`config.mk`:
```
export PLATFORM = sky130hd
export DESIGN_NAME = sv39_page_table_walker_core_flat
export DESIGN_NICKNAME = d
export VERILOG_FILES = /design/src/rtl/core/sv39ptw_pkg.sv /design/src/rtl/core/sv39ptw_if.sv /design/src/rtl/core/sv39ptw_ctrl.sv /design/src/rtl/core/sv39ptw_dp.sv /design/src/rtl/core/sv39_page_table_walker_core.sv /design/src/flat_wrapper.sv
export VERILOG_INCLUDE_DIRS = /design/src /design/src/rtl/core
export SDC_FILE = /design/constraint.sdc
export NUM_CORES = 1
export LEC_CHECK = 0
export ABC_AREA = 1
export BUFFER_PORTS_ARGS = -buffer_cell sky130_fd_sc_hd__buf_4
export CORE_ASPECT_RATIO = 1.2
export CORE_MARGIN = 10
export CORE_UTILIZATION = 50
export DETAILED_ROUTE_END_ITERATION = 10
export PLACE_DENSITY = 0.84
export SLEW_MARGIN = 15
export SYNTH_ARGS = -nofsm -noshare
export SYNTH_HDL_FRONTEND = slang
export SYNTH_HIERARCHICAL = 1
export SYNTH_SLANG_ARGS = --single-unit
```
`constraint.sdc`:
```
create_clock -name i_clk -period 2.5 [get_ports i_clk]
set_input_delay 0.625 -clock i_clk [delete_from_list [all_inputs] [get_ports i_clk]]
set_output_delay 0.625 -clock i_clk [all_outputs]
set_load 0.02 [all_outputs]
```
`src/rtl/core/assert_macros.svh`:
```
// assertion helpers shared by the rtl
`ifndef ASSERT_MACROS_SVH
`define ASSERT_MACROS_SVH

// property that must hold at every clock edge out of reset
`define ASSERT_ALWAYS(label, clk, rst_n, prop, msg) \
    label: assert property (@(posedge clk) disable iff (!rst_n) (prop)) else $error(msg);

// antecedent implies consequent in the next cycle
`define ASSERT_NEXT(label, clk, rst_n, ante, cons, msg) \
    label: assert property (@(posedge clk) disable iff (!rst_n) (ante) |=> (cons)) else $error(msg);

`endif

```
`src/rtl/core/sv39ptw_pkg.sv`:
```
package sv39ptw_pkg;

    localparam int LEVELS        = 3;
    localparam int INDEX_BITS    = 9;
    localparam int VPN_W         = LEVELS * INDEX_BITS;
    localparam int LVL_W         = $clog2(LEVELS);
    localparam int PAGE_SHIFT    = 12;
    localparam int FRAME_W       = 44;
    localparam int ADDR_W        = 56;
    localparam int VA_W          = 39;
    localparam int PTE_W         = 64;
    localparam int FLAG_W        = 8;
    localparam int KIND_W        = 2;
    localparam int PTE_PPN_LSB   = 10;
    localparam int PTE_VALID_BIT = 0;
    localparam int ENTRY_SHIFT   = 3;

    localparam logic             ACT_START  = 1'b0;
    localparam logic             ACT_RESP   = 1'b1;

    localparam logic [KIND_W-1:0] KIND_READ  = 2'd0;
    localparam logic [KIND_W-1:0] KIND_DONE  = 2'd1;
    localparam logic [KIND_W-1:0] KIND_FAULT = 2'd2;

    localparam logic [LVL_W-1:0] LAST_LEVEL = LVL_W'(LEVELS - 1);

    typedef struct packed {
        logic              emit;
        logic              start;
        logic              advance;
        logic [KIND_W-1:0] kind;
        logic [LVL_W-1:0]  level;
    } t_ctl_cmd;

    typedef struct packed {
        logic pte_valid;
    } t_dp_sts;

endpackage

```
`src/rtl/core/sv39ptw_if.sv`:
```
interface sv39ptw_req_if import sv39ptw_pkg::*; ();
    logic             valid;
    logic             ready;
    logic             action;
    logic [VA_W-1:0]  virt_addr;
    logic [PTE_W-1:0] pte_data;

    modport source (output valid, action, virt_addr, pte_data, input ready);
    modport sink   (input valid, action, virt_addr, pte_data, output ready);
endinterface

interface sv39ptw_rsp_if import sv39ptw_pkg::*; ();
    logic              valid;
    logic              ready;
    logic [KIND_W-1:0] kind;
    logic [ADDR_W-1:0] mem_addr;
    logic [ADDR_W-1:0] phys_addr;
    logic [FLAG_W-1:0] leaf_flags;

    modport source (output valid, kind, mem_addr, phys_addr, leaf_flags, input ready);
    modport sink   (input valid, kind, mem_addr, phys_addr, leaf_flags, output ready);
endinterface

```
`src/rtl/core/sv39ptw_ctrl.sv`:
```
`include "assert_macros.svh"

module sv39ptw_ctrl import sv39ptw_pkg::*; (
    input  logic     i_clk,
    input  logic     i_rst_n,
    input  logic     i_in_valid,
    input  logic     i_action,
    input  logic     i_out_ready,
    input  t_dp_sts  i_sts,
    output logic     o_in_ready,
    output logic     o_out_valid,
    output t_ctl_cmd o_cmd
);

    localparam logic ST_IDLE = 1'b0;
    localparam logic ST_WALK = 1'b1;

    logic             r_state, n_state;
    logic [LVL_W-1:0] r_level, n_level;
    logic             r_out_valid, n_out_valid;
    logic             accept;
    logic             start_acc;
    logic             idle_resp;
    logic             idle_ok;
    logic             walk_busy;

    assign o_in_ready  = !r_out_valid || i_out_ready;
    assign accept      = i_in_valid && o_in_ready;
    assign o_out_valid = r_out_valid;

    always_comb begin
        n_state       = r_state;
        n_level       = r_level;
        o_cmd.emit    = 1'b0;
        o_cmd.start   = 1'b0;
        o_cmd.advance = 1'b0;
        o_cmd.kind    = KIND_READ;
        o_cmd.level   = '0;
        if (accept && i_action == ACT_START) begin
            o_cmd.emit  = 1'b1;
            o_cmd.start = 1'b1;
            n_state     = ST_WALK;
            n_level     = '0;
        end else if (accept && r_state == ST_WALK) begin
            o_cmd.emit = 1'b1;
            if (r_level == LAST_LEVEL) begin
                o_cmd.kind = KIND_DONE;
                n_state    = ST_IDLE;
                n_level    = '0;
            end else if (!i_sts.pte_valid) begin
                o_cmd.kind = KIND_FAULT;
                n_state    = ST_IDLE;
                n_level    = '0;
            end else begin
                o_cmd.advance = 1'b1;
                o_cmd.level   = r_level + LVL_W'(1);
                n_level       = r_level + LVL_W'(1);
            end
        end
        if (o_cmd.emit) begin
            n_out_valid = 1'b1;
        end else if (i_out_ready) begin
            n_out_valid = 1'b0;
        end else begin
            n_out_valid = r_out_valid;
        end
    end

    always_ff @(posedge i_clk) begin
        if (!i_rst_n) begin
            r_state     <= ST_IDLE;
            r_level     <= '0;
            r_out_valid <= 1'b0;
        end else begin
            r_state     <= n_state;
            r_level     <= n_level;
            r_out_valid <= n_out_valid;
        end
    end

    assign start_acc = accept && i_action == ACT_START;
    assign idle_resp = r_state == ST_IDLE && !r_out_valid && i_in_valid && i_action == ACT_RESP;
    assign idle_ok   = (r_state != ST_IDLE) || (r_level == '0);
    assign walk_busy = r_out_valid && r_state == ST_WALK;

    `ASSERT_ALWAYS(a_level_range, i_clk, i_rst_n, r_level <= LAST_LEVEL, "walk level out of range")
    `ASSERT_ALWAYS(a_idle_level, i_clk, i_rst_n, idle_ok, "idle with nonzero level")
    `ASSERT_NEXT(a_start_walk, i_clk, i_rst_n, start_acc, walk_busy, "no walk after start")
    `ASSERT_NEXT(a_idle_resp, i_clk, i_rst_n, idle_resp, !r_out_valid, "idle response gave a result")

endmodule

```
`src/rtl/core/sv39ptw_dp.sv`:
```
module sv39ptw_dp import sv39ptw_pkg::*; (
    input  logic               i_clk,
    input  logic               i_rst_n,
    input  logic               i_cfg_wr_en,
    input  logic [FRAME_W-1:0] i_cfg_wr_data,
    input  logic [VA_W-1:0]    i_virt_addr,
    input  logic [PTE_W-1:0]   i_pte_data,
    input  t_ctl_cmd           i_cmd,
    output t_dp_sts            o_sts,
    output logic [KIND_W-1:0]  o_kind,
    output logic [ADDR_W-1:0]  o_mem_addr,
    output logic [ADDR_W-1:0]  o_phys_addr,
    output logic [FLAG_W-1:0]  o_leaf_flags
);

    function automatic logic [INDEX_BITS-1:0] level_index(
        input logic [VPN_W-1:0] pn,
        input logic [LVL_W-1:0] lvl
    );
        logic [INDEX_BITS-1:0] idx;
        idx = '0;
        for (int l = 0; l < LEVELS; l++) begin
            if (lvl == LVL_W'(l)) begin
                idx = pn[(LEVELS - 1 - l) * INDEX_BITS +: INDEX_BITS];
            end
        end
        return idx;
    endfunction

    logic [FRAME_W-1:0]    r_root;
    logic [VPN_W-1:0]      r_page_number;
    logic [PAGE_SHIFT-1:0] r_page_offset;
    logic [KIND_W-1:0]     r_kind;
    logic [ADDR_W-1:0]     r_mem_addr;
    logic [ADDR_W-1:0]     r_phys_addr;
    logic [FLAG_W-1:0]     r_flags;

    logic [PTE_W-1:0]      va_ext;
    logic [VPN_W-1:0]      va_vpn;
    logic [FRAME_W-1:0]    pte_ppn;
    logic [FRAME_W-1:0]    frame_sel;
    logic [VPN_W-1:0]      vpn_sel;
    logic [ADDR_W-1:0]     entry_addr;

    assign va_ext          = PTE_W'(i_virt_addr);
    assign va_vpn          = va_ext[PAGE_SHIFT +: VPN_W];
    assign pte_ppn         = i_pte_data[PTE_PPN_LSB +: FRAME_W];
    assign o_sts.pte_valid = i_pte_data[PTE_VALID_BIT];

    assign frame_sel  = i_cmd.start ? r_root : pte_ppn;
    assign vpn_sel    = i_cmd.start ? va_vpn : r_page_number;
    assign entry_addr = (ADDR_W'(frame_sel) << PAGE_SHIFT)
                      | (ADDR_W'(level_index(vpn_sel, i_cmd.level)) << ENTRY_SHIFT);

    always_ff @(posedge i_clk) begin
        if (!i_rst_n) begin
            r_root <= '0;
        end else if (i_cfg_wr_en) begin
            r_root <= i_cfg_wr_data;
        end
    end

    always_ff @(posedge i_clk) begin
        if (i_cmd.start) begin
            r_page_number <= va_vpn;
            r_page_offset <= i_virt_addr[PAGE_SHIFT-1:0];
        end
        if (i_cmd.emit) begin
            r_kind      <= i_cmd.kind;
            r_mem_addr  <= '0;
            r_phys_addr <= '0;
            r_flags     <= '0;
            case (i_cmd.kind)
                KIND_READ: begin
                    r_mem_addr <= entry_addr;
                end
                KIND_DONE: begin
                    r_phys_addr <= {pte_ppn, r_page_offset};
                    r_flags     <= i_pte_data[FLAG_W-1:0];
                end
                default: begin
                end
            endcase
        end
    end

    assign o_kind       = r_kind;
    assign o_mem_addr   = r_mem_addr;
    assign o_phys_addr  = r_phys_addr;
    assign o_leaf_flags = r_flags;

endmodule

```
`src/rtl/core/sv39_page_table_walker_core.sv`:
```
// Sv39 page table walker. A start transfer (action 0) latches the virtual address and returns
// a read request for the top-level entry in the root frame; each response transfer
// (action 1) returns either the next read request, a page fault (valid bit clear above the
// last level) or the finished translation with the leaf flag byte. Responses while no walk
// is active are dropped, and a start during a walk restarts it. Every item is handled by the
// controller and a single address datapath; its result sits in the output register from the
// next cycle, so one item per cycle is taken whenever the output side keeps up, and input
// ready falls only while the output register holds an untaken result. The user must write the
// root frame register only while idle, via the configuration port; the block does not check.
module sv39_page_table_walker_core import sv39ptw_pkg::*; (
    input  logic               i_clk,
    input  logic               i_rst_n,
    input  logic               i_cfg_wr_en,
    input  logic [FRAME_W-1:0] i_cfg_wr_data,
    sv39ptw_req_if.sink        i_req,
    sv39ptw_rsp_if.source      o_rsp
);

    t_ctl_cmd cmd;
    t_dp_sts  sts;

    sv39ptw_ctrl u_ctrl (
        .i_clk       (i_clk),
        .i_rst_n     (i_rst_n),
        .i_in_valid  (i_req.valid),
        .i_action    (i_req.action),
        .i_out_ready (o_rsp.ready),
        .i_sts       (sts),
        .o_in_ready  (i_req.ready),
        .o_out_valid (o_rsp.valid),
        .o_cmd       (cmd)
    );

    sv39ptw_dp u_dp (
        .i_clk         (i_clk),
        .i_rst_n       (i_rst_n),
        .i_cfg_wr_en   (i_cfg_wr_en),
        .i_cfg_wr_data (i_cfg_wr_data),
        .i_virt_addr   (i_req.virt_addr),
        .i_pte_data    (i_req.pte_data),
        .i_cmd         (cmd),
        .o_sts         (sts),
        .o_kind        (o_rsp.kind),
        .o_mem_addr    (o_rsp.mem_addr),
        .o_phys_addr   (o_rsp.phys_addr),
        .o_leaf_flags  (o_rsp.leaf_flags)
    );

endmodule
```
`src/flat_wrapper.sv`:
```
// flat-port wrapper written by rule: the top's interface ports become plain ports
module sv39_page_table_walker_core_flat import sv39ptw_pkg::*;
  (i_clk, i_rst_n, i_cfg_wr_en, i_cfg_wr_data, i_req_valid, i_req_action, i_req_virt_addr, i_req_pte_data, i_req_ready, o_rsp_valid, o_rsp_kind, o_rsp_mem_addr, o_rsp_phys_addr, o_rsp_leaf_flags, o_rsp_ready);
  sv39ptw_req_if i_req_i ();
  sv39ptw_rsp_if o_rsp_i ();
  input  logic i_clk;
  input  logic i_rst_n;
  input  logic i_cfg_wr_en;
  input  logic [FRAME_W-1:0] i_cfg_wr_data;
  input wire logic [$bits(i_req_i.valid)-1:0] i_req_valid;
  input wire logic [$bits(i_req_i.action)-1:0] i_req_action;
  input wire logic [$bits(i_req_i.virt_addr)-1:0] i_req_virt_addr;
  input wire logic [$bits(i_req_i.pte_data)-1:0] i_req_pte_data;
  output wire logic [$bits(i_req_i.ready)-1:0] i_req_ready;
  output wire logic [$bits(o_rsp_i.valid)-1:0] o_rsp_valid;
  output wire logic [$bits(o_rsp_i.kind)-1:0] o_rsp_kind;
  output wire logic [$bits(o_rsp_i.mem_addr)-1:0] o_rsp_mem_addr;
  output wire logic [$bits(o_rsp_i.phys_addr)-1:0] o_rsp_phys_addr;
  output wire logic [$bits(o_rsp_i.leaf_flags)-1:0] o_rsp_leaf_flags;
  input wire logic [$bits(o_rsp_i.ready)-1:0] o_rsp_ready;
  assign i_req_i.valid = i_req_valid;
  assign i_req_i.action = i_req_action;
  assign i_req_i.virt_addr = i_req_virt_addr;
  assign i_req_i.pte_data = i_req_pte_data;
  assign i_req_ready = i_req_i.ready;
  assign o_rsp_valid = o_rsp_i.valid;
  assign o_rsp_kind = o_rsp_i.kind;
  assign o_rsp_mem_addr = o_rsp_i.mem_addr;
  assign o_rsp_phys_addr = o_rsp_i.phys_addr;
  assign o_rsp_leaf_flags = o_rsp_i.leaf_flags;
  assign o_rsp_i.ready = o_rsp_ready;
  sv39_page_table_walker_core u_core (.i_clk(i_clk), .i_rst_n(i_rst_n), .i_cfg_wr_en(i_cfg_wr_en), .i_cfg_wr_data(i_cfg_wr_data), .i_req(i_req_i), .o_rsp(o_rsp_i));
endmodule
```
======== Yosys cells after proc, flatten, opt, wreduce, memory -nomap -nowiden ========
Cells that the tools add are included.
word-level totals
  input port bits ......................... 153
  flip-flop bits (word level) ............. 209
  word-level logic and storage cells ...... 50
cells by class
  bitwise logic cells ..................... 3
  add/sub/neg operators ................... 1
  muxes and demuxes ....................... 20
  reduce and logical (&&, ||, !) cells .... 11
  eq/ne operators ......................... 5
operator list
  kind                   count
  $or A56 B12 Y56        1
  $mux W44               1
  $mux W27               1
  $mux W9                3
  $mux W1                9
  $mux W2                4
  $mux W4                2
  $eq A2 B1 Y1 const B   2
  $eq A2 B2 Y1 const B   2
  $logic_not A2 Y1       2
  $reduce_bool A2 Y1     2
  $logic_and A1 B1 Y1    3
  $ne A3 B1 Y1 const B   1
  $add A2 B1 Y2 const B  1
  $not A1 Y1             2
  $reduce_and A2 Y1      1
  $reduce_or A2 Y1       1
  $logic_not A1 Y1       1
  $logic_or A1 B1 Y1     1

======== Depth between registers and ports, before layout ========
Gate-level depths: netlist of the first run.
  depth in word-level cells ............... 11
  depth in mapped cells ................... 14
  depth with buffers taken out ............ 14

======== By module ========
Netlist of the first run, hierarchy kept.
modules (own cells, without submodules)
  module        area each (um^2)  cells an instance  times used
  sv39ptw_dp    7957.6            774                1
  sv39ptw_ctrl  285.3             43                 1

======== Worst setup path before layout of the first run ========
OpenSTA, ideal clock, no wires.
  kind .................................... input to register
  start point ............................. input port o_rsp_ready
  end point ............................... register u_core.u_dp.r_kind[0], in the netlist u_core/u_dp/o_kind[0] (enable)
  slack ................................... 0.254 ns
  data arrival time ....................... 1.852 ns
  stages .................................. 5
  cell sequence ........................... inv_1 nand2_4 nand3_2 nand2_1 buf_4
RTL lines
  what                    line                source
  start: declaration      flat_wrapper.sv:20  input wire logic [$bits(o_rsp_i.ready)-1:0] o_rsp_ready;
  end signal: assignment  sv39ptw_dp.sv:69    r_kind <= i_cmd.kind;
  end: declaration        sv39ptw_dp.sv:33    logic [KIND_W-1:0] r_kind;

==> flow_metrics.py, run 1 <==
metrics = {
    "outcome": {
        "status": "completed",
    },
    "setup_path": {
        "worstSetupPathType": "flop to flop",
        "crit_end": "u_core/u_dp/o_mem_addr[8]$_SDFFCE_PP0P_",
        "r2r_slack_ns": 0.40,
        "worst_ep_required_time_ns": 2.75,
        "end_kind": "flop",
        "worst_setup_path_start_kind": "flop",
        "path_delay_family": "simple AND/OR/NAND/NOR gates",
        "path_cells": "inv_1 -> ha_1 -> inv_2 -> nand2_1 -> nor2_2 -> nand2_1 -> nor2_1 -> inv_1 -> nand2_1 -> clkinv_1 -> nand2_1 -> nand3_1 -> nand2_1 -> inv_1",
        "reg2reg_from": "u_core/u_ctrl/r_level[0]$_SDFFE_PP0P_",
        "worst_path_max_delay_cell": "dfxtp_1",
        "r2r_cells": 14,
        "cp_num_cells": 14,
        "crit_buf_inv": 5,
        "r2r_end": "u_core/u_dp/o_mem_addr[8]$_SDFFCE_PP0P_",
        "critPathArrivalTime_ns": 2.34,
        "startpoint": "u_core/u_ctrl/r_level[0]$_SDFFE_PP0P_",
        "crit_path_max_fanout": 9,
        "cp_common_cell": "nand2_1",
        "critPathMaxStageDelay_ns": 0.35,
    },
    "drt": {
        "wire_per_inst_um": 16.55,
        "via_count": 6390,
        "viasPerCell": 4.908,
        "firstDrtPassIters": 5,
        "finalWirelength_um": 21550,
        "drcViolationCount": 0,
        "drtAntennaViolNets": 0,
        "drt-initial-drc-count": 363,
    },
    "timing": {
        "worst_clock_skew_ns": 0.01117,
        "post-route-period-util_pct": 83.83,
        "finalSetupViolations": 0,
        "slew_violations": 0,
        "max_freq_mhz": 477.1,
        "rsz0062_at_grt": "false",
        "finalWorstPathRequiredPeriod_ns": 2.096,
        "hold_viol_final": 0,
        "worstMarginPinSlew_ns": 0.5105,
        "slew_headroom_pct": 65.75,
        "fin_setup_tns_ns": 0,
    },
    "grt": {
        "grt_pass1_vias": 6463,
        "grt_pass1_wl_um": 33240,
        "antenna_found_initial": 1,
        "grt_max_degree": 82,
        "grt_overflow": 0,
        "grt_util_all_layers_pct": 18.82,
    },
    "yosys": {
        "synth_area_per_cell_um2": 10.10,
        "yosysWarnings": 6,
        "syn_inst": 816,
        "netlist_area_mm2": 0.008238,
    },
    "placed_design": {
        "io_buffers": 261,
        "gp_congestion": 0.8235,
        "place_area_mm2": 0.01044,
        "dp_hpwl_um": 15470,
    },
    "floorplanning": {
        "start_util_pct": 50.83,
        "die_h_um": 160.6,
        "io_pins": 277,
        "num_rows": 51,
        "dieArea_mm2": 0.02203,
        "coreArea_mm2": 0.01621,
        "fp.dieW_um": 137.2,
    },
    "clocking": {
        "cts_hold_buf": 0,
        "cts_inserted_buffers": 20,
        "cts.path.max_buffers": 3,
        "htreeDepth": 1,
        "cts_resized": 0,
        "root_buffer": "clkbuf_16",
        "clkLatencyLatePin_ns": 0.48,
        "clkSinkCount": 206,
        "cts_setup_buffers": 0,
        "clkTransAtPathRegs_ns": 0.07,
        "cts_tree": "yes",
    },
    "hold_path": {
        "worstHoldPathType": "input port to flop",
        "worstHoldStart": "i_req_virt_addr[6]",
    },
    "power": {
        "power_density_mw_per_mm2": 719.1,
        "irDropWorstVdd_v": 0.0006586,
        "leakagePower_nw": 5.197,
    },
    "cells_and_area": {
        "antennaDiodeCount": 0,
        "final_area_mm2": 0.01108,
        "layout-drive-gt1-share_pct": 32.20,
        "area_growth_pct": 34.55,
        "final_nets": 1230,
    },
    "flow_run": {
        "maxCapViolCount": 0,
    },
}
worst min path at each step:
stage                                             endpoint  slack [ns]  cells past startpoint
global route        u_core/u_dp/r_page_offset[0]$_DFFE_PP_        0.30                      1
global placement     u_core/u_dp/r_page_number[10]$_DFF_P_        0.42                      2
floorplan            u_core/u_dp/r_page_number[10]$_DFF_P_        0.42                      2
finish              u_core/u_dp/r_page_offset[6]$_DFFE_PP_        0.32                      1
CTS                 u_core/u_dp/r_page_offset[1]$_DFFE_PP_        0.30                      1
detailed placement    u_core/u_dp/r_page_number[2]$_DFF_P_        0.43                      2
layout by cell type, fill, tap and decap left out, types with 2 or more instances in the layout:
| cell | instances |
|---|---|
| and2_1 | 9 |
| a21oi_1 | 30 |
| nor3_1 | 2 |
| edfxtp_1 | 131 |
| nand3_1 | 22 |
| dfxtp_1 | 75 |
| clkinv_1 | 4 |
| nand2_4 | 2 |
| conb_1 | 3 |
| clkbuf_16 | 21 |
| clkbuf_8 | 3 |
| o21ai_2 | 13 |
| buf_12 | 7 |
| nand3_2 | 2 |
| nor2_1 | 159 |
| a21boi_1 | 2 |
| clkbuf_1 | 7 |
| buf_4 | 275 |
| o21ai_0 | 68 |
| inv_1 | 114 |
| o21ai_1 | 7 |
| inv_4 | 2 |
| nand2_1 | 103 |
| a21oi_2 | 20 |
sequential cells by signal (all words and copies together), names as in the netlist:
| register | flops |
|---|---|
| u_core/u_dp/o_kind | 2 |
| u_core/u_ctrl/r_level | 2 |
| u_core/u_dp/r_page_offset | 12 |
| u_core/u_dp/r_root | 44 |
| u_core/u_ctrl/o_out_valid | 1 |
| u_core/u_ctrl/r_state | 1 |
| u_core/u_dp/o_leaf_flags | 8 |
| u_core/u_dp/o_mem_addr | 53 |
| u_core/u_dp/r_page_number | 27 |
| u_core/u_dp/o_phys_addr | 56 |
report_power, final:
part           leakage (nW)  total [mW]  internal, mW  switching, mW
logic                  3.00        1.07         0.461          0.608
registers              1.89        3.98          3.90         0.0793
clock network         0.311        2.93          1.74           1.19
layout make-up:
| type | count | area (um2) |
|---|---|---|
| multi-input combinational | 447 | 2081 |
| fill | 1230 | 5124 |
| clock inverter | 5 | 51.30 |
| timing repair buffer | 282 | 2205 |
| clock buffer | 31 | 593.1 |
| inverter | 119 | 454.2 |
| tap | 212 | 265.3 |
| sequential | 206 | 5435 |
metrics by stage:
stage          util, %  power [mW]  setup WS [ns]  hold WS, ns  std cells
2_1_floorplan        -       4.620         0.2550       0.4157        818
3_3_place_gp     64.41       5.080         0.2533       0.4246       1266
3_5_place_dp     64.41       5.120         0.2076       0.4324       1266
4_1_cts          68.39       8.042         0.4207       0.3041       1302
5_1_grt          68.39       8.308         0.2308       0.2997       1302
6_report         68.39       7.970         0.4042       0.3170       1302
routing by layer:
layer,vias to the layer above,track usage [%],wire length (um)
met5,-,0,13
met4,2,7.486,774
met3,46,5.275,2071
met2,264,33.52,11420
met1,2945,20.37,7268
li1,3133,-,-
Power figures use the tool's default switching activity.
==> inputs of run 2 (changes only) <==
==> constraint.sdc (replaced) <==
create_clock -name i_clk -period 2.1 [get_ports i_clk]
set_input_delay 0.525 -clock i_clk [delete_from_list [all_inputs] [get_ports i_clk]]
set_output_delay 0.525 -clock i_clk [all_outputs]
set_load 0.02 [all_outputs]
==> run 2 against run 1 <==
  * Die area unchanged
  * First-iteration DRC count up 42%
  * Wire length grew 1.8%
  * Global-route usage is 0.28 points higher
  * Highest routed layer is now met4
  * Sequential share of layout area shrank 0.71 points
  * Critical path depth stayed put
  * Critical endpoint is now u_core/u_dp/o_mem_addr[7]$_SDFFCE_PP0P_
==> flow_metrics.py, run 2 (synthesis results as in run 1) <==
metrics = {
    "outcome": {
        "status": "completed",
    },
    "clocking": {
        "clkTransAtPathRegs_ns": 0.06,
        "cts_inserted_buffers": 20,
        "clkLatencyLatePin_ns": 0.48,
        "root_buffer": "clkbuf_16",
        "cts_hold_buf": 0,
        "clkSinkCount": 206,
        "cts.path.max_buffers": 3,
        "cts_tree": "yes",
        "htreeDepth": 1,
    },
    "floorplanning": {
        "fp.dieW_um": 137.2,
        "coreArea_mm2": 0.01621,
        "num_rows": 51,
        "die_h_um": 160.6,
        "io_pins": 277,
        "dieArea_mm2": 0.02203,
        "start_util_pct": 50.83,
    },
    "setup_path": {
        "crit_path_max_fanout": 5,
        "path_cells": "inv_1 -> ha_1 -> inv_2 -> nand2_1 -> nor2_2 -> nand2_1 -> nor2_2 -> inv_1 -> buf_4 -> buf_4 -> nand3_1 -> nand3_1 -> nand2_1 -> inv_1",
        "worst_path_max_delay_cell": "dfxtp_2",
        "end_kind": "flop",
        "crit_buf_inv": 6,
        "critPathArrivalTime_ns": 2.19,
        "worst_setup_path_start_kind": "flop",
        "critPathMaxStageDelay_ns": 0.34,
        "worst_ep_required_time_ns": 2.34,
        "path_delay_family": "simple AND/OR/NAND/NOR gates",
        "worstSetupPathType": "flop to flop",
    },
    "grt": {
        "grt_max_degree": 49,
        "grt_pass1_wl_um": 33790,
        "grt_pass1_vias": 6467,
        "antenna_found_initial": 1,
        "grt_util_all_layers_pct": 19.10,
        "grt_overflow": 0,
    },
    "cells_and_area": {
        "regArea_mm2": 0.005436,
        "fin_util_pct": 69.41,
        "final_nets": 1241,
        "mostFrequentLayoutCell": "buf_4",
        "layout-drive-gt1-share_pct": 33.70,
        "mostFrequentLayoutCells": "buf_4 (282), nor2_1 (156), edfxtp_1 (131)",
        "largest_reg_flops": 56,
        "multiInputGateArea_mm2": 0.002103,
        "area_growth_pct": 36.56,
        "fillers": 1194,
    },
    "timing": {
        "finalWorstPathRequiredPeriod_ns": 1.952,
        "slew_violations": 0,
        "fin_setup_tns_ns": 0,
        "worst_clock_skew_ns": 0.008811,
        "timing.hold.ws_ns": 0.2232,
        "finalSetupViolations": 0,
        "post-route-period-util_pct": 92.97,
        "hold_viol_final": 0,
        "max_freq_mhz": 512.2,
    },
    "drt": {
        "drtAntennaViolNets": 0,
        "drcViolationCount": 0,
        "drt-met1-wl_um": 7503,
        "wl_met2_um": 11570,
        "via_count": 6441,
        "finalWirelength_um": 21940,
        "firstDrtPassIters": 5,
        "wire_per_inst_um": 16.70,
        "top_layer": "met4",
        "viasPerCell": 4.902,
        "wl_met3_um": 1976,
        "drt-initial-drc-count": 515,
    },
    "power": {
        "leakagePower_nw": 5.285,
        "power_density_mw_per_mm2": 849.7,
        "irDropWorstVdd_v": 0.0006903,
        "power.total_mw": 9.559,
    },
    "hold_path": {
        "worstHoldPathType": "input port to flop",
    },
    "placed_design": {
        "dp_hpwl_um": 15780,
        "gp_congestion": 0.8393,
        "io_buffers": 261,
    },
    "flow_run": {
        "maxCapViolCount": 0,
    },
}
## run 2: changes by cell type in the layout (fill, tap and decap cells not counted), moves of 2 or more
cell and delta:
buf_12 +3, clkbuf_8 -2, nor2_4 +2, buf_4 +7, clkbuf_1 -4, nor2_1 -3, clkinv_2 +3
## run 2: layer usage
layer | track usage (%) | up-vias
li1 | - | 3156
met1 | 20.38 | 2962
met2 | 34.18 | 272
met3 | 5.025 | 51
met4 | 8.445 | 0
met5 | 0 | -
## run 2: worst reg2reg max path: cells and delay by family, from the launching register on
family	cells	cell delay [ns]
adders and majority gates	1	0.22
and+or+nand+nor	7	0.64
buffers and inverters	6	0.52
DFF	1	0.34
## run 2: layout make-up
| type | count | area share, % |
|---|---|---|
| tap | 212 | 2.358 |
| clock buffer | 26 | 5.116 |
| antenna | 1 | 0.02224 |
| inverter | 119 | 4.037 |
| timing repair buffer | 293 | 20.70 |
| multi-input combinational | 447 | 18.70 |
| clock inverter | 10 | 0.7452 |
| sequential | 206 | 48.33 |
## run 2: through the flow
stage          setup WS, ns  cell area (um2)  instances
3_3_place_gp      -0.006307            10550       1276
3_5_place_dp       -0.04558            10550       1276
2_1_floorplan       0.03561             8252        818
4_1_cts             0.05167            11210       1312
5_1_grt            -0.01469            11250       1314
6_report             0.1476            11250       1314
## run 2: final timing paths
check | slack (ns) | endpoint | cells past startpoint | startpoint
max reg2reg | 0.15 | u_core/u_dp/o_mem_addr[7]$_SDFFCE_PP0P_ | 14 | u_core/u_ctrl/r_level[0]$_SDFFE_PP0P_
max | 0.15 | u_core/u_dp/o_mem_addr[7]$_SDFFCE_PP0P_ | 14 | u_core/u_ctrl/r_level[0]$_SDFFE_PP0P_
min reg2reg | 0.45 | u_core/u_dp/r_page_number[15]$_DFF_P_ | 2 | u_core/u_dp/r_page_number[15]$_DFF_P_
min | 0.22 | u_core/u_dp/r_page_offset[9]$_DFFE_PP_ | 1 | i_req_virt_addr[9]
## run 2: power by group
group	leakage (nW)	total, mW	switching [mW]	internal (mW)
Combinational	3.07	1.29	0.731	0.564
Clock	0.323	3.53	1.46	2.07
Sequential	1.89	4.73	0.0961	4.64
Total	5.29	9.56	2.29	7.27
## run 2: repair_timing
item,4_1_cts,5_1_grt
hold endpoints to repair,0,0
gates resized for setup,0,9
endpoints found under the setup margin,0,9
setup buffers,0,1
